## src/ima_blk_pkg.sv

```systemverilog
// Shared types, constants and table functions of the IMA ADPCM block decoder.
`default_nettype none

package ima_blk_pkg;

   localparam int unsigned SAMPLE_W   = 16;
   localparam int unsigned INDEX_W    = 7;
   localparam int unsigned STEP_W     = 15;
   localparam int unsigned POS_W      = 15;
   localparam int unsigned BWORDS_W   = 14;
   localparam logic [INDEX_W-1:0] INDEX_MAX = 7'd88;
   localparam logic [BWORDS_W-1:0] BWORDS_RESET = 14'd256;
   localparam logic signed [SAMPLE_W+1:0] SAMPLE_MAX = 18'sd32767;
   localparam logic signed [SAMPLE_W+1:0] SAMPLE_MIN = -18'sd32768;

   // Decoder state carried from one nibble to the next
   typedef struct packed {
      logic signed [SAMPLE_W-1:0] predictor;
      logic [INDEX_W-1:0]         step_index;
   } dec_state_type;

   localparam logic [STEP_W-1:0] STEP_SIZES [0:88] = '{
      15'd7,     15'd8,     15'd9,     15'd10,    15'd11,    15'd12,    15'd13,
      15'd14,    15'd16,    15'd17,    15'd19,    15'd21,    15'd23,    15'd25,
      15'd28,    15'd31,    15'd34,    15'd37,    15'd41,    15'd45,    15'd50,
      15'd55,    15'd60,    15'd66,    15'd73,    15'd80,    15'd88,    15'd97,
      15'd107,   15'd118,   15'd130,   15'd143,   15'd157,   15'd173,   15'd190,
      15'd209,   15'd230,   15'd253,   15'd279,   15'd307,   15'd337,   15'd371,
      15'd408,   15'd449,   15'd494,   15'd544,   15'd598,   15'd658,   15'd724,
      15'd796,   15'd876,   15'd963,   15'd1060,  15'd1166,  15'd1282,  15'd1411,
      15'd1552,  15'd1707,  15'd1878,  15'd2066,  15'd2272,  15'd2499,  15'd2749,
      15'd3024,  15'd3327,  15'd3660,  15'd4026,  15'd4428,  15'd4871,  15'd5358,
      15'd5894,  15'd6484,  15'd7132,  15'd7845,  15'd8630,  15'd9493,  15'd10442,
      15'd11487, 15'd12635, 15'd13899, 15'd15289, 15'd16818, 15'd18500, 15'd20350,
      15'd22385, 15'd24623, 15'd27086, 15'd29794, 15'd32767
   };

   // Step size for an index; indexes above the table end read the last entry
   function automatic logic [STEP_W-1:0] step_size(input logic [INDEX_W-1:0] idx);
      logic [INDEX_W-1:0] sel;
      sel = (idx > INDEX_MAX) ? INDEX_MAX : idx;
      return STEP_SIZES[sel];
   endfunction

   // Step index adjustment for a nibble magnitude
   function automatic logic signed [4:0] index_move(input logic [2:0] mag);
      logic signed [4:0] mv;
      case (mag)
         3'd4:    mv = 5'sd2;
         3'd5:    mv = 5'sd4;
         3'd6:    mv = 5'sd6;
         3'd7:    mv = 5'sd8;
         default: mv = -5'sd1;
      endcase
      return mv;
   endfunction

endpackage

`default_nettype wire

```

## src/ima_blk_nibble_dec.sv

```systemverilog
// One IMA ADPCM nibble decode step: new predictor and step index from the old state.
`default_nettype none

module ima_blk_nibble_dec
   import ima_blk_pkg::*;
(
   input  wire dec_state_type  cur_state,
   input  wire logic [3:0]     nibble,
   output dec_state_type       next_state
);

   logic [2:0]                 mag;
   logic [STEP_W-1:0]          step;
   logic [STEP_W+4:0]          product;
   logic [SAMPLE_W-1:0]        diff;
   logic signed [SAMPLE_W+1:0] pred_ext;
   logic signed [SAMPLE_W+1:0] diff_ext;
   logic signed [SAMPLE_W+1:0] sum;
   logic signed [4:0]          move;
   logic signed [INDEX_W:0]    move_ext;
   logic signed [INDEX_W:0]    idx_sum;

   assign mag      = nibble[2:0];
   assign step     = step_size(cur_state.step_index);
   assign product  = {16'd0, mag, 1'b1} * {5'd0, step};
   assign diff     = product[SAMPLE_W+2:3];
   assign pred_ext = {{2{cur_state.predictor[SAMPLE_W-1]}}, cur_state.predictor};
   assign diff_ext = {2'b00, diff};
   assign sum      = nibble[3] ? (pred_ext - diff_ext) : (pred_ext + diff_ext);
   assign move     = index_move(mag);
   assign move_ext = {{(INDEX_W-4){move[4]}}, move};
   assign idx_sum  = $signed({1'b0, cur_state.step_index}) + move_ext;

   always_comb begin
      // saturate the predictor to the 16-bit sample range
      if (sum > SAMPLE_MAX) begin
         next_state.predictor = SAMPLE_MAX[SAMPLE_W-1:0];
      end else if (sum < SAMPLE_MIN) begin
         next_state.predictor = SAMPLE_MIN[SAMPLE_W-1:0];
      end else begin
         next_state.predictor = sum[SAMPLE_W-1:0];
      end
      // clamp the step index to the table
      if (idx_sum < 0) begin
         next_state.step_index = '0;
      end else if (idx_sum > $signed({1'b0, INDEX_MAX})) begin
         next_state.step_index = INDEX_MAX;
      end else begin
         next_state.step_index = idx_sum[INDEX_W-1:0];
      end
   end

endmodule

`default_nettype wire

```

## src/ima_adpcm_block_decoder_core.sv

```systemverilog
// Top level of the IMA ADPCM block decoder: byte intake, block tracking and result register.
//
// Decodes a mono 4-bit IMA ADPCM byte stream, one byte per req item. The stream
// is cut into blocks of csr block_words 4-byte words (0 reads as 1, values above
// MAX_BLOCK_WORDS read as MAX_BLOCK_WORDS). The first four bytes of a block are
// the header: predictor low byte, predictor high byte, step index (clamped to 88)
// and a spare byte; they give no result item. Every later byte gives two rsp items,
// the low-nibble sample first (tlast low) and then the high-nibble sample (tlast
// high). A header byte leaves the hold stage once it is held; a data byte stays for
// both its nibbles, since the two samples share one nibble decoder and leave through
// one result register at one item per cycle while the register is free. A new byte
// is taken in the same cycle that the held byte finishes, so a run of header bytes
// flows at one byte a cycle. A finished sample waits in the result register for
// rsp_tready; header bytes keep flowing meanwhile, while a held data byte stalls
// until the register frees. Write csr only while idle.
`default_nettype none

module ima_adpcm_block_decoder_core
   import ima_blk_pkg::*;
#(
   parameter int unsigned MAX_BLOCK_WORDS = 8192
)(
   input  wire logic        clock,
   input  wire logic        reset,
   // configuration: block_words
   input  wire logic        csr_wen,
   input  wire logic [13:0] csr_wdata,   // [13:0] block_words
   // byte stream in
   input  wire logic        req_tvalid,
   output logic             req_tready,
   input  wire logic [7:0]  req_tdata,   // [7:0] data_byte
   // samples out
   output logic             rsp_tvalid,
   input  wire logic        rsp_tready,
   output logic [15:0]      rsp_tdata,   // [15:0] sample
   output logic             rsp_tlast    // high on the high-nibble sample
);

   typedef enum logic [2:0] {
      KIND_HDR_PRED_LO,
      KIND_HDR_PRED_HI,
      KIND_HDR_STEP,
      KIND_HDR_SPARE,
      KIND_DATA
   } kind_type;

   localparam logic [16:0] MAX_WORDS = 17'(MAX_BLOCK_WORDS);

   // configuration
   logic [BWORDS_W-1:0] block_words_ff;

   // block position tracking
   logic [POS_W-1:0]    pos_ff;
   logic [POS_W-1:0]    pos_in;
   logic [POS_W-1:0]    pos_inc;
   logic [16:0]         words_eff;
   logic [18:0]         block_len;
   kind_type            kind_in;

   // hold stage
   logic                hold_valid_ff;
   kind_type            hold_kind_ff;
   logic [7:0]          hold_byte_ff;
   logic                phase_ff;
   logic                hold_done;
   logic                req_fire;

   // decoder state
   dec_state_type       dec_state_ff;
   dec_state_type       dec_next;
   logic [7:0]          hdr_low_ff;
   logic [3:0]          nibble;
   logic                is_data;

   // result register
   logic                out_valid_ff;
   logic [15:0]         out_sample_ff;
   logic                out_last_ff;
   logic                out_load;
   logic                out_free;

   // ------------------------------------------------------------------
   // Configuration register
   // ------------------------------------------------------------------
   always_ff @(posedge clock) begin
      if (reset) begin
         block_words_ff <= BWORDS_RESET;
      end else if (csr_wen) begin
         block_words_ff <= csr_wdata;
      end
   end

   // ------------------------------------------------------------------
   // Block position: classify the incoming byte and advance the offset
   // ------------------------------------------------------------------
   always_comb begin
      if (block_words_ff == '0) begin
         words_eff = 17'd1;
      end else if ({3'b000, block_words_ff} > MAX_WORDS) begin
         words_eff = MAX_WORDS;
      end else begin
         words_eff = {3'b000, block_words_ff};
      end
   end

   assign block_len = {words_eff, 2'b00};
   assign pos_inc   = pos_ff + 15'd1;

   always_comb begin
      // wrap back to a header at the block end or when the offset overflows
      if ((pos_inc == '0) || ({4'd0, pos_inc} >= block_len)) begin
         pos_in = '0;
      end else begin
         pos_in = pos_inc;
      end
      case (pos_ff)
         15'd0:   kind_in = KIND_HDR_PRED_LO;
         15'd1:   kind_in = KIND_HDR_PRED_HI;
         15'd2:   kind_in = KIND_HDR_STEP;
         15'd3:   kind_in = KIND_HDR_SPARE;
         default: kind_in = KIND_DATA;
      endcase
   end

   always_ff @(posedge clock) begin
      if (reset) begin
         pos_ff <= '0;
      end else if (req_fire) begin
         pos_ff <= pos_in;
      end
   end

   // ------------------------------------------------------------------
   // Hold stage: one byte at a time; a data byte stays for its low, then its high nibble
   // ------------------------------------------------------------------
   assign is_data    = (hold_kind_ff == KIND_DATA);
   assign out_free   = !out_valid_ff || rsp_tready;
   assign out_load   = hold_valid_ff && is_data && out_free;
   assign hold_done  = hold_valid_ff && (!is_data || (phase_ff && out_free));
   assign req_tready = !hold_valid_ff || hold_done;
   assign req_fire   = req_tvalid && req_tready;
   assign nibble     = phase_ff ? hold_byte_ff[7:4] : hold_byte_ff[3:0];

   ima_blk_nibble_dec u_nibble_dec (
      .cur_state  (dec_state_ff),
      .nibble     (nibble),
      .next_state (dec_next)
   );

   always_ff @(posedge clock) begin
      if (reset) begin
         hold_valid_ff <= 1'b0;
         phase_ff      <= 1'b0;
      end else begin
         if (req_fire) begin
            hold_valid_ff <= 1'b1;
            phase_ff      <= 1'b0;
         end else if (hold_done) begin
            hold_valid_ff <= 1'b0;
            phase_ff      <= 1'b0;
         end else if (out_load) begin
            // low nibble gone: advance to the high nibble
            phase_ff <= 1'b1;
         end
      end
      if (req_fire) begin
         hold_kind_ff <= kind_in;
         hold_byte_ff <= req_tdata;
      end
   end

   // Decoder state: header bytes load it, nibbles advance it
   always_ff @(posedge clock) begin
      if (reset) begin
         dec_state_ff <= '0;
         hdr_low_ff   <= '0;
      end else if (hold_valid_ff) begin
         case (hold_kind_ff)
            KIND_HDR_PRED_LO: begin
               hdr_low_ff <= hold_byte_ff;
            end
            KIND_HDR_PRED_HI: begin
               dec_state_ff.predictor <= {hold_byte_ff, hdr_low_ff};
            end
            KIND_HDR_STEP: begin
               dec_state_ff.step_index <= (hold_byte_ff > {1'b0, INDEX_MAX}) ?
                                          INDEX_MAX : hold_byte_ff[INDEX_W-1:0];
            end
            KIND_DATA: begin
               if (out_free) begin
                  dec_state_ff <= dec_next;
               end
            end
            default: begin
               // spare header byte: drop
            end
         endcase
      end
   end

   // ------------------------------------------------------------------
   // Result register
   // ------------------------------------------------------------------
   always_ff @(posedge clock) begin
      if (reset) begin
         out_valid_ff <= 1'b0;
      end else if (out_load) begin
         out_valid_ff <= 1'b1;
      end else if (rsp_tready) begin
         out_valid_ff <= 1'b0;
      end
      if (out_load) begin
         out_sample_ff <= dec_next.predictor;
         out_last_ff   <= phase_ff;
      end
   end

   assign rsp_tvalid = out_valid_ff;
   assign rsp_tdata  = out_sample_ff;
   assign rsp_tlast  = out_last_ff;

   // ------------------------------------------------------------------
   // Assertions
   // ------------------------------------------------------------------
   a_index_range: assert property (@(posedge clock) disable iff (reset)
      dec_state_ff.step_index <= INDEX_MAX)
      else $error("step index left the table");

   a_phase_data: assert property (@(posedge clock) disable iff (reset)
      phase_ff |-> (hold_valid_ff && is_data))
      else $error("high-nibble phase without a held data byte");

   a_low_blocks_intake: assert property (@(posedge clock) disable iff (reset)
      (hold_valid_ff && is_data && !phase_ff) |-> !req_tready)
      else $error("byte taken before the held data byte finished");

   a_high_follows_low: assert property (@(posedge clock) disable iff (reset)
      (out_load && phase_ff) |-> (out_valid_ff && !out_last_ff) || $past(out_load))
      else $error("high-nibble sample without its low-nibble sample");

endmodule

`default_nettype wire
```

## config.mk

```make
export PLATFORM = sky130hd
export DESIGN_NAME = ima_adpcm_block_decoder_core
export DESIGN_NICKNAME = d
export VERILOG_FILES = /design/src/ima_blk_pkg.sv /design/src/ima_blk_nibble_dec.sv /design/src/ima_adpcm_block_decoder_core.sv
export SDC_FILE = /design/constraint.sdc
export NUM_CORES = 1
export LEC_CHECK = 0
export ABC_AREA = 0
export ABC_CLOCK_PERIOD_IN_PS = 8200
export BUFFER_PORTS_ARGS = -buffer_cell sky130_fd_sc_hd__buf_2
export CORE_MARGIN = 2
export CORE_UTILIZATION = 30
export DETAILED_ROUTE_END_ITERATION = 12
export PLACE_DENSITY_LB_ADDON = 0.12
export SLEW_MARGIN = 20
export SYNTH_ARGS = -nofsm -noshare
export SYNTH_HDL_FRONTEND = slang
export SYNTH_SLANG_ARGS = --single-unit
```

## constraint.sdc

```tcl
create_clock -name clock -period 8.2 [get_ports clock]
set_input_delay 0 -clock clock [delete_from_list [all_inputs] [get_ports clock]]
set_output_delay 0 -clock clock [all_outputs]
set_load 0.01 [all_outputs]
```

==> Word-level counts from Yosys, hierarchy flattened <==
Memories as Yosys holds them, arrays and structs flattened.
Cells that the tools add are included.
{ "word_totals": {"output_inout_bits": 19, "memories": 1, "word_cells": 85, "in_bits": 27, "romBits": 1920, "reg_bits": 91} }
{ "memory_table": {"columns": ["memory", "depth", "width", "rd", "rd_ports_with_merged_regs", "wr", "line", "rtl"], "rows": [
  ["(name not given)", 128, 15, 1, 0, 0, "ima_blk_pkg.sv:42", "return STEP_SIZES[sel];"]
]} }
{ "op_classes": {"multipliers": 1, "muxes": 22, "add_sub_neg": 4, "eq_ne": 11, "reduce_logical": 24, "bitwise_logic": 1, "magnitude_cmp": 9} }
{ "ops": {"columns": ["operator", "n"], "rows": [
  ["15-bit 2-to-1 mux", 3],
  ["16-bit 2-to-1 mux", 2],
  ["16-bit one-hot mux with 2 select lines", 1],
  ["15-bit by 2-bit equality test with 1-bit output, second input constant", 2],
  ["15-bit zero test", 2],
  ["14-bit 2-to-1 mux", 2],
  ["7-bit 2-to-1 mux", 4],
  ["23-bit 2-to-1 mux", 1],
  ["5-bit one-hot mux with 4 select lines", 1],
  ["15-bit by 19-bit greater-or-equal comparator with 1-bit output", 1],
  ["4-bit by 15-bit multiplier with 19-bit output", 1],
  ["16-bit by 17-bit adder with 18-bit output", 1],
  ["18-bit by 16-bit greater-than comparator with 1-bit output, second input constant", 1],
  ["18-bit by 16-bit < comparator with 1-bit output, second input constant", 1],
  ["18-bit 2-to-1 mux", 1],
  ["16-bit by 17-bit subtractor with 18-bit output", 1],
  ["15-bit by 1-bit adder with 15-bit output, second input constant", 1],
  ["15-bit by 1-bit equality test with 1-bit output, second input constant", 1],
  ["3-bit equality test, second input constant", 5],
  ["14-bit greater-than comparator, second input constant", 1],
  ["14-bit zero test", 1],
  ["7-bit one-hot mux with 2 select lines", 1],
  ["3-bit one-hot mux with 4 select lines", 1],
  ["8-bit by 5-bit adder with 8-bit output", 1],
  ["19 further kinds", 35]
]} }

==> Longest topological paths before layout <==
Gate-level depths: netlist of the first run.
{ "depth": {"word_depth": 14, "ltp_mapped": 47, "mapped_depth_nobuf": 42} }

==> Modules after synthesis <==
From an unflattened synthesis of the first run, not the netlist that was laid out.
{ "unflattened": {"hier_cells": 1266, "hier_area_um2": 9908.3} }
{ "by_module_without_submodules": {"columns": ["mod", "n_inst", "cells_each", "area_each_um2", "seq_area_each_um2"], "rows": [
  ["ima_blk_nibble_dec", 1, 810, 5521.5, 0.0],
  ["ima_adpcm_block_decoder_core", 1, 456, 4386.7, 2102.0]
]} }

==> Worst setup path before layout of the first run <==
No wires, ideal clock.
{ "synth_timing": {"path_kind": "register to register", "start": "register dec_state_ff[4] in the netlist's numbering", "end": "register dec_state_ff[16] in the netlist's numbering", "n_path_buf": 4, "setup_slack_ps": -507, "t_arrival_ps": 8587, "setup_ps": 120, "period_less_slack_ps": 8707, "required_time_ps": 8080, "path_stages_with_launch": 45, "path_cell_list": "dfxtp_1 buf_2 a21o_1 nand2_1 clkbuf_1 nand2_1 ha_1 clkbuf_1 nand2_1 a311oi_1 a21oi_1 nor2_1 a211oi_1 a21oi_1 nor2_1 fa_1 inv_1 fa_1 [9 not listed] nand2b_1 nor2_1 nand2_1 o21ai_1 xnor2_1 ha_1 nand3_1 nor3_1 o21ai_0 nand3_1 a2111oi_0 nand4b_1 nand4b_1 mux2_4 nand2_2 buf_6 nor3_1 a211o_1"} }
{ "synth_between": {"elab_chain_cells": 14, "elab_cells_between_ends": 16, "classes_between": "add/sub (2); mul (1); order compare (3); mux (8); bitwise (1); memory (1)"} }
{ "synth_lines": {"columns": ["item", "line", "rtl"], "rows": [
  ["start, declared", "ima_adpcm_block_decoder_core.sv:69", "dec_state_type dec_state_ff;"],
  ["start signal, assigned", "ima_adpcm_block_decoder_core.sv:191", "dec_state_ff <= dec_next;"],
  ["7-bit greater-than comparator", "ima_blk_pkg.sv:41", "sel = (idx > INDEX_MAX) ? INDEX_MAX : idx;"],
  ["7-bit 2-to-1 mux *", "ima_blk_pkg.sv:41", null],
  ["7-bit inverter with 8-bit output (not written as such) *", "ima_blk_pkg.sv:42", null],
  ["memory read 128 x 15 bit *", null, null],
  ["15-bit 2-to-1 mux (not written as such) * (2 in a row)", "ima_blk_pkg.sv:42", null],
  ["4-bit by 15-bit multiplier with 19-bit output *", "ima_blk_nibble_dec.sv:25", "assign product = {16'd0, mag, 1'b1} * {5'd0, step};"],
  ["16-bit by 17-bit adder with 18-bit output or 16-bit by 17-bit subtractor with 18-bit output (tied branches)", "ima_blk_nibble_dec.sv:29", "assign sum = nibble[3] ? (pred_ext - diff_ext) : (pred_ext + diff_ext);"],
  ["18-bit 2-to-1 mux *", "ima_blk_nibble_dec.sv:29", null],
  ["18-bit by 16-bit < comparator with 1-bit output", "ima_blk_nibble_dec.sv:38", "end else if (sum < SAMPLE_MIN) begin"],
  ["16-bit 2-to-1 mux", "ima_blk_nibble_dec.sv:38", null],
  ["16-bit 2-to-1 mux *", "ima_blk_nibble_dec.sv:36", "if (sum > SAMPLE_MAX) begin"],
  ["23-bit 2-to-1 mux *", "ima_adpcm_block_decoder_core.sv:190", "if (out_free) begin"],
  ["16-bit one-hot mux with 2 select lines *", "ima_adpcm_block_decoder_core.sv:178", "case (hold_kind_ff)"]
]} }
Every way passes the cells marked *; elsewhere a longest branch is shown, timed or not. The select of a mux whose other input is x is not followed.
A chain may end at the register's enable or synchronous reset.

==> results of run 1 <==
==> final cells by class <==
class | count | area [µm²] | share of cell area, %
multi-input cells | 1010 | 7760 | 56.0
repair buffers | 348 | 2740 | 19.8
flip-flops and latches | 91 | 2100 | 15.2
well taps | 442 | 553 | 3.99
inverters | 103 | 402 | 2.90
clock buffers | 10 | 229 | 1.65
clock inverters | 6 | 66.3 | 0.479
==> cell usage in the layout (no fill, tap or decap), types with 18 or more instances in the layout <==
| cell | instances |
|---|---|
| a21oi_1 | 73 |
| nor3_1 | 18 |
| dlygate4sd3_1 | 24 |
| mux2i_1 | 25 |
| nand4_1 | 18 |
| nand3_1 | 38 |
| fa_1 | 27 |
| o211ai_1 | 25 |
| inv_1 | 95 |
| o21ai_0 | 39 |
| nor2_1 | 140 |
| xor2_1 | 22 |
| buf_2 | 45 |
| ha_1 | 62 |
| nand2_1 | 115 |
| dfxtp_1 | 61 |
| buf_4 | 256 |
| xnor2_1 | 31 |
| edfxtp_1 | 28 |
| a21o_1 | 25 |
==> per-layer routing <==
| metal | GRT usage [%] | vias to the layer above | routed length, µm | part of all wire (%) |
|---|---|---|---|---|
| li1 | - | 5160 | - | - |
| met1 | 26.1 | 4962 | 15900 | 48 |
| met2 | 32.6 | 201 | 16000 | 48 |
| met3 | 1.93 | 42 | 850 | 2.6 |
| met4 | 4.70 | 0 | 508 | 1.5 |
| met5 | 0 | - | 0 | 0 |
==> state kept, by name, indices dropped and copies added (netlist names) <==
| name | count |
|---|---|
| dec_state_ff | 23 |
| rsp_tdata | 16 |
| pos_ff | 15 |
| block_words_ff | 14 |
| hdr_low_ff | 8 |
| hold_byte_ff | 8 |
| hold_kind_ff | 3 |
| hold_valid_ff | 1 |
| phase_ff | 1 |
| rsp_tlast | 1 |
| rsp_tvalid | 1 |
==> path summary, 6_finish.rpt <==
| kind | start | end | slack (ns) | depth (start not counted) |
|---|---|---|---|---|
| worst max register to register | dec_state_ff[3] | rsp_tdata[9] | -0.07 | 40 |
| worst max-delay path | dec_state_ff[3] | rsp_tdata[9] | -0.07 | 40 |
| worst min-delay path | csr_wen | block_words_ff[8] | 0.15 | 3 |
| worst min register to register | hdr_low_ff[4] | hdr_low_ff[4] | 0.46 | 2 |
==> cells in the mapped netlist (9+ instances only) <==
| library cell | number |
|---|---|
| nand2b_1 | 17 |
| a31oi_1 | 12 |
| o21ai_0 | 55 |
| dfxtp_1 | 63 |
| nand4_1 | 18 |
| a21oi_1 | 90 |
| fa_1 | 28 |
| nor3_1 | 23 |
| a21o_1 | 25 |
| xor2_1 | 23 |
| inv_1 | 101 |
| edfxtp_1 | 28 |
| a211oi_1 | 18 |
| nand2_1 | 129 |
| ha_1 | 79 |
| nor2_1 | 149 |
| a32oi_1 | 13 |
| o211ai_1 | 25 |
| xnor2_1 | 34 |
| and3_1 | 9 |
| buf_2 | 13 |
| buf_1 | 9 |
| and2_1 | 12 |
| clkbuf_1 | 48 |
| o21a_1 | 16 |
| nand3_1 | 42 |
| o21ai_1 | 11 |
| mux2i_1 | 25 |
==> worst max-delay path: cells and delay by family (launching register included) <==
kind                       cells  cell delay (ns)
and+or+nand+nor               12             2.23
muxes                          1             0.29
buffers and inverters          7             0.87
AOI/OAI and AO/OA             14             2.55
DFF                            1             0.32
adders and majority gates      5             1.52
xor gates and xnor gates       1             0.20
==> cell families (layout without fill, tap and decap cells) <==
| kind of cell | after synthesis | in the layout | synth area share, % |
|---|---|---|---|
| mux | 31 | 31 | 3.27 |
| simple gates | 449 | 449 | 21.4 |
| compound gates | 366 | 366 | 25.9 |
| buf+inv | 178 | 467 | 7.20 |
| xor+xnor | 57 | 57 | 5.08 |
| fa+ha+maj | 107 | 107 | 15.8 |
| flops | 91 | 91 | 21.4 |
==> report_power, final <==
group          internal, mW  switching [mW]
logic                  1.23            1.27
clock network         0.237           0.186
registers             0.526          0.0196
total                  1.99            1.48
==> what timing repair did <==
item / in CTS / in global routing
hold buffers: 24 / 0
buffers inserted: 12 / 21
gates cloned: 1 / 3
pin swaps: 27 / 40
setup endpoints to repair: 32 / 32
resized for setup: 57 / 125
hold endpoints to repair: 24 / 0
==> through the flow <==
stage	setup slack [ns]	cells	TNS [ns]
after floorplan	0.0144	1279	0
after global placement	-0.425	1935	-11.39
after detailed placement	-0.502	1935	-13.60
after CTS	0.00826	1988	0
after global routing	-0.479	2010	-11.57
final	-0.0709	2010	-0.659
==> impl_results.md, run 1 <==
- Critical Path RT: 8.29 ns
- Min Clock Period, post-route: 8.27 ns
- Latest clock arrival within the worst-skew pair: 0.35 ns
- Clk buf depth: 2
- Synth Cell Area: 9820 µm²
- DRC Markers: 0
- Mean Syn Cell Area: 7.68 µm²
- Antenna Violating Nets Remaining: 0
- Overall routing resource usage: 19.2%
- Vias/cell: 5.16
- Clock slew at reported path FFs: 0.07 ns
- Synth area leaders: dfxtp_1, ha_1, edfxtp_1
- Max Slew Vio Count: 0
- EDFF count, synth: 28
- GR Overflow Total: 0
- Worst hold path type: input port to flop
- TritonCTS clock tree: built
- Syn Inst Count: 1279
- Slowest-stage cell, CP: fa_1
- Hold Vio Cnt, Final: 0
- Max stage delay on crit path: 0.40 ns
- CTS Sinks: 91
- Design area: 13800 µm²
- FILL cells: 3357
- Synth Net Count: 1413
- Total of max-cap violations: 0
- Core Footprint: 32400 µm²
- First-pass GRT wire length: 52400 µm
- WP data arrival: 8.37 ns
- Hold WS: 0.149 ns
- Area Growth Syn to Fin: 41.0%
- Worst setup margin: -0.0709 ns
- H-tree Lvls: 3
- Crit path kind: flop to flop
- Wirelength per Cell: 16.5 µm
- Core Util, Final: 42.8%
- Cell Pwr Density: 250 nW/µm²
- Post-synth top area cell: dfxtp_1
- Top cell type's share of synthesized area: 12.8%
- WL final: 33300 µm
- CP Max Fanout: 6
- Synth warn: 0
- Diodes inserted: 0
- Std cell rows: 66
- Final setup skew: 0.00633 ns
- Initial Util: 30.3%
- IO Port Bufs: 45
- Vias post-DR: 10400
- Initial DRC count: 622
- Setup crit end kind: flop
- FMAX: 121 MHz
- RSZ-0062 raised after global routing: true
- Number of global-route vias before repair: 9911
- Total CTS buffers: 9
- Die area: 34200 µm²
- Synth unique cells: 81
- Worst slew margin: 33.3%
- Peak VDD IR: 155 µV
- # setup viols final: 14
- Hpwl dp: 25200 µm
- # nets final: 1697
- RD Place Congestion: 0.907
- Die Width: 185 µm
- Primary FF master, synth: dfxtp_1
- Share of cells above drive strength 1: 31.4%
- Sequential fraction of the synthesis area: 21.4%
- Io pins: 46
- Initial antenna violation count: 0
- Die Y: 185 µm
- Area after DPL: 12200 µm²
- Status: complete, but fails checks
- Leak: 6.08 nW
- DR pass1 iterations: 5
- Worst Max-Slew Pin Slew: 1.00 ns
- Root buffer cell: clkbuf_16
- Final period util: 101%
- Failing checks: negative setup slack
- Largest net degree at the start of global routing: 53
- Final Power: 3.47 mW
- Asr flop ratio synth: 0%
- Yosys reg bits: 91
- Setup crit start kind: flop
No activity file was read; power rests on OpenSTA's default activity.
==> run 2: changes to the inputs <==
--- a/config.mk
+++ b/config.mk
@@ -11,6 +11,7 @@
 export CORE_MARGIN = 2
 export CORE_UTILIZATION = 30
 export DETAILED_ROUTE_END_ITERATION = 12
+export GPL_TIMING_DRIVEN = 0
 export PLACE_DENSITY_LB_ADDON = 0.12
 export SLEW_MARGIN = 20
 export SYNTH_ARGS = -nofsm -noshare
==> run 2 against run 1 <==
The run still ends with negative setup slack left; total power down 5.5%; via count shrank 3.2%; die area did not move; sequential share of layout area grew 1.2 points; clock-buffer cell count stayed put; fmax is 2.6% lower; utilization shrank 3.0 points; critical path type unchanged; critical endpoint is now dec_state_ff[17]; largest cell class unchanged.
==> impl_results.md, run 2 (same netlist as run 1, synthesis figures left out) <==
- Hold Path Depth: 3
- Clk buf depth: 2
- Register name with the most flops: dec_state_ff
- Area of the multi-input gates: 7900 µm²
- DR pass1 iterations: 5
- Register area: 2110 µm²
- Combinational Power Share: 67.8%
- Total CTS buffers: 9
- Register-to-Register Path Depth: 44
- Diodes inserted: 0
- Sum Neg Setup Slack: -6.86 ns
- Clock slew at reported path FFs: 0.07 ns
- Total of max-cap violations: 0
- Min Clock Period, post-route: 8.49 ns
- # nets final: 1567
- Cell Pwr Density: 254 nW/µm²
- Failing checks: negative setup slack
- CTS Sinks: 91
- Initial DRC count: 811
- Area Growth Syn to Fin: 31.1%
- Worst Max-Slew Pin Slew: 1.01 ns
- Overall routing resource usage: 19.2%
- WP data arrival: 8.73 ns
- Most frequent cells in the layout: nor2_1, nand2_1, inv_1, buf_4, a21oi_1
- RSZ-0062 raised after global routing: true
- Status: complete, but fails checks
- Pint: 1.80 mW
- Number of global-route vias before repair: 9719
- WL final: 33200 µm
- Antenna Violating Nets Remaining: 0
- Share of cells above drive strength 1: 23.9%
- Worst reg2reg setup slack: -0.29 ns
- DRC Markers: 0
- Worst path buffer plus inverter count: 9
- CP Depth: 44
- Std cell rows: 66
- Slowest-stage cell, CP: fa_1
- Worst slack at placement: -1.78 ns
- Largest register FFs: 23
- CP delay by family, top: compound AO/OA/AOI/OAI gates
- Final setup skew: 0.00906 ns
- H-tree Lvls: 3
- Worst setup margin: -0.292 ns
- Most common cell after layout, fill and taps aside: nor2_1
- Core Footprint: 32400 µm²
- Die Width: 185 µm
- Worst Setup SP: dec_state_ff[3]
- Worst slew margin: 30.8%
- GR Overflow Total: 0
- Hold WS: 0.0704 ns
- Max Slew Vio Count: 0
- Switching Share: 45.2%
- Setup crit end kind: flop
- Die Y: 185 µm
- Hpwl dp: 24300 µm
- IO Port Bufs: 43
- P_sw: 1.48 mW
- Leak: 5.35 nW
- Initial Util: 30.3%
- # setup viols final: 30
- Crit path kind: flop to flop
- Vias post-DR: 10000
- Latest clock arrival within the worst-skew pair: 0.35 ns
- Vias/cell: 5.34
- FMAX: 118 MHz
- Root buffer cell: clkbuf_16
- FILL cells: 3295
- Setup crit start kind: flop
- Hold Startpoint: csr_wen
- TritonCTS clock tree: built
- Non-Filler Instances: 1880
- Peak VDD IR: 152 µV
- Final period util: 104%
- Initial antenna violation count: 0
- Reg power frac: 16.7%
- Wirelength per Cell: 17.7 µm
- Worst hold path type: input port to flop
- Die area: 34200 µm²
- First-pass GRT wire length: 52100 µm
- Largest net degree at the start of global routing: 17
- Clock Power Share: 15.6%
- CP Max Fanout: 9
- Hold Vio Cnt, Final: 0
- # placed instances: 1765
- FF-to-FF Start: dec_state_ff[3]
- Max stage delay on crit path: 0.52 ns
- RD Place Congestion: 0.896
- Critical Path RT: 8.44 ns
- Io pins: 46
[run 2: changes by cell type in the layout (fill, tap and decap cells not counted), sizes merged]
| cell | before | now |
|---|---|---|
| buf | 322 | 155 |
| bufinv | 1 | 3 |
| clkbuf | 12 | 49 |
| clkinv | 3 | 0 |
| clkinvlp | 2 | 1 |
| inv | 103 | 105 |
[run 2: worst min-delay path, cell delays in order]
cell and delay, ns:
clkbuf_1 0.17, mux2i_1 0.15, nor2_1 0.07
[run 2: metrics by stage]
step	utilization, %	total power [mW]	instance area, µm²
floorplan	-	1.77	9910
global route	39.8	3.50	12900
global placement	33.0	2.23	10700
finish	39.8	3.28	12900
CTS	38.7	3.15	12500
detailed placement	33.0	2.23	10700
[run 2: repair_timing]
action                                  in CTS  in global routing
endpoints found under the setup margin      32                 32
gates resized for setup                    191                 60
pin swaps                                   77                 33
cloned                                       3                  0
setup buffers                               62                 20
hold buffers                                24                  0
hold endpoints to repair                    24                  0
[run 2: path summary, 6_finish.rpt]
kind | to
worst min-delay path | block_words_ff[6]
worst max register to register | dec_state_ff[17]
worst min register to register | rsp_tlast
worst max-delay path | dec_state_ff[17]
[run 2: final cells by class]
class	instances	area share, %
buffer	65	3.17
clock buffer	10	1.94
multi-input combinational	1010	61.3
timing repair buffer	153	8.88
inverter	103	3.12
clock inverter	6	0.894
sequential	91	16.4
tap	442	4.29
[run 2: routing by layer]
metal	routed length (µm)	global-route usage, %
met2	15200	31.3
met5	0	0
met1	15300	25.3
met3	1660	3.56
met4	1090	7.08
[run 2: power groups by stage]
stage               logic, mW  registers, mW  clock network (mW)
finish                   2.22          0.546               0.510
global route             2.41          0.549               0.540
CTS                      2.08          0.546               0.521
detailed placement       1.67          0.556                   0
global placement         1.67          0.555                   0
floorplan                1.22          0.552                   0
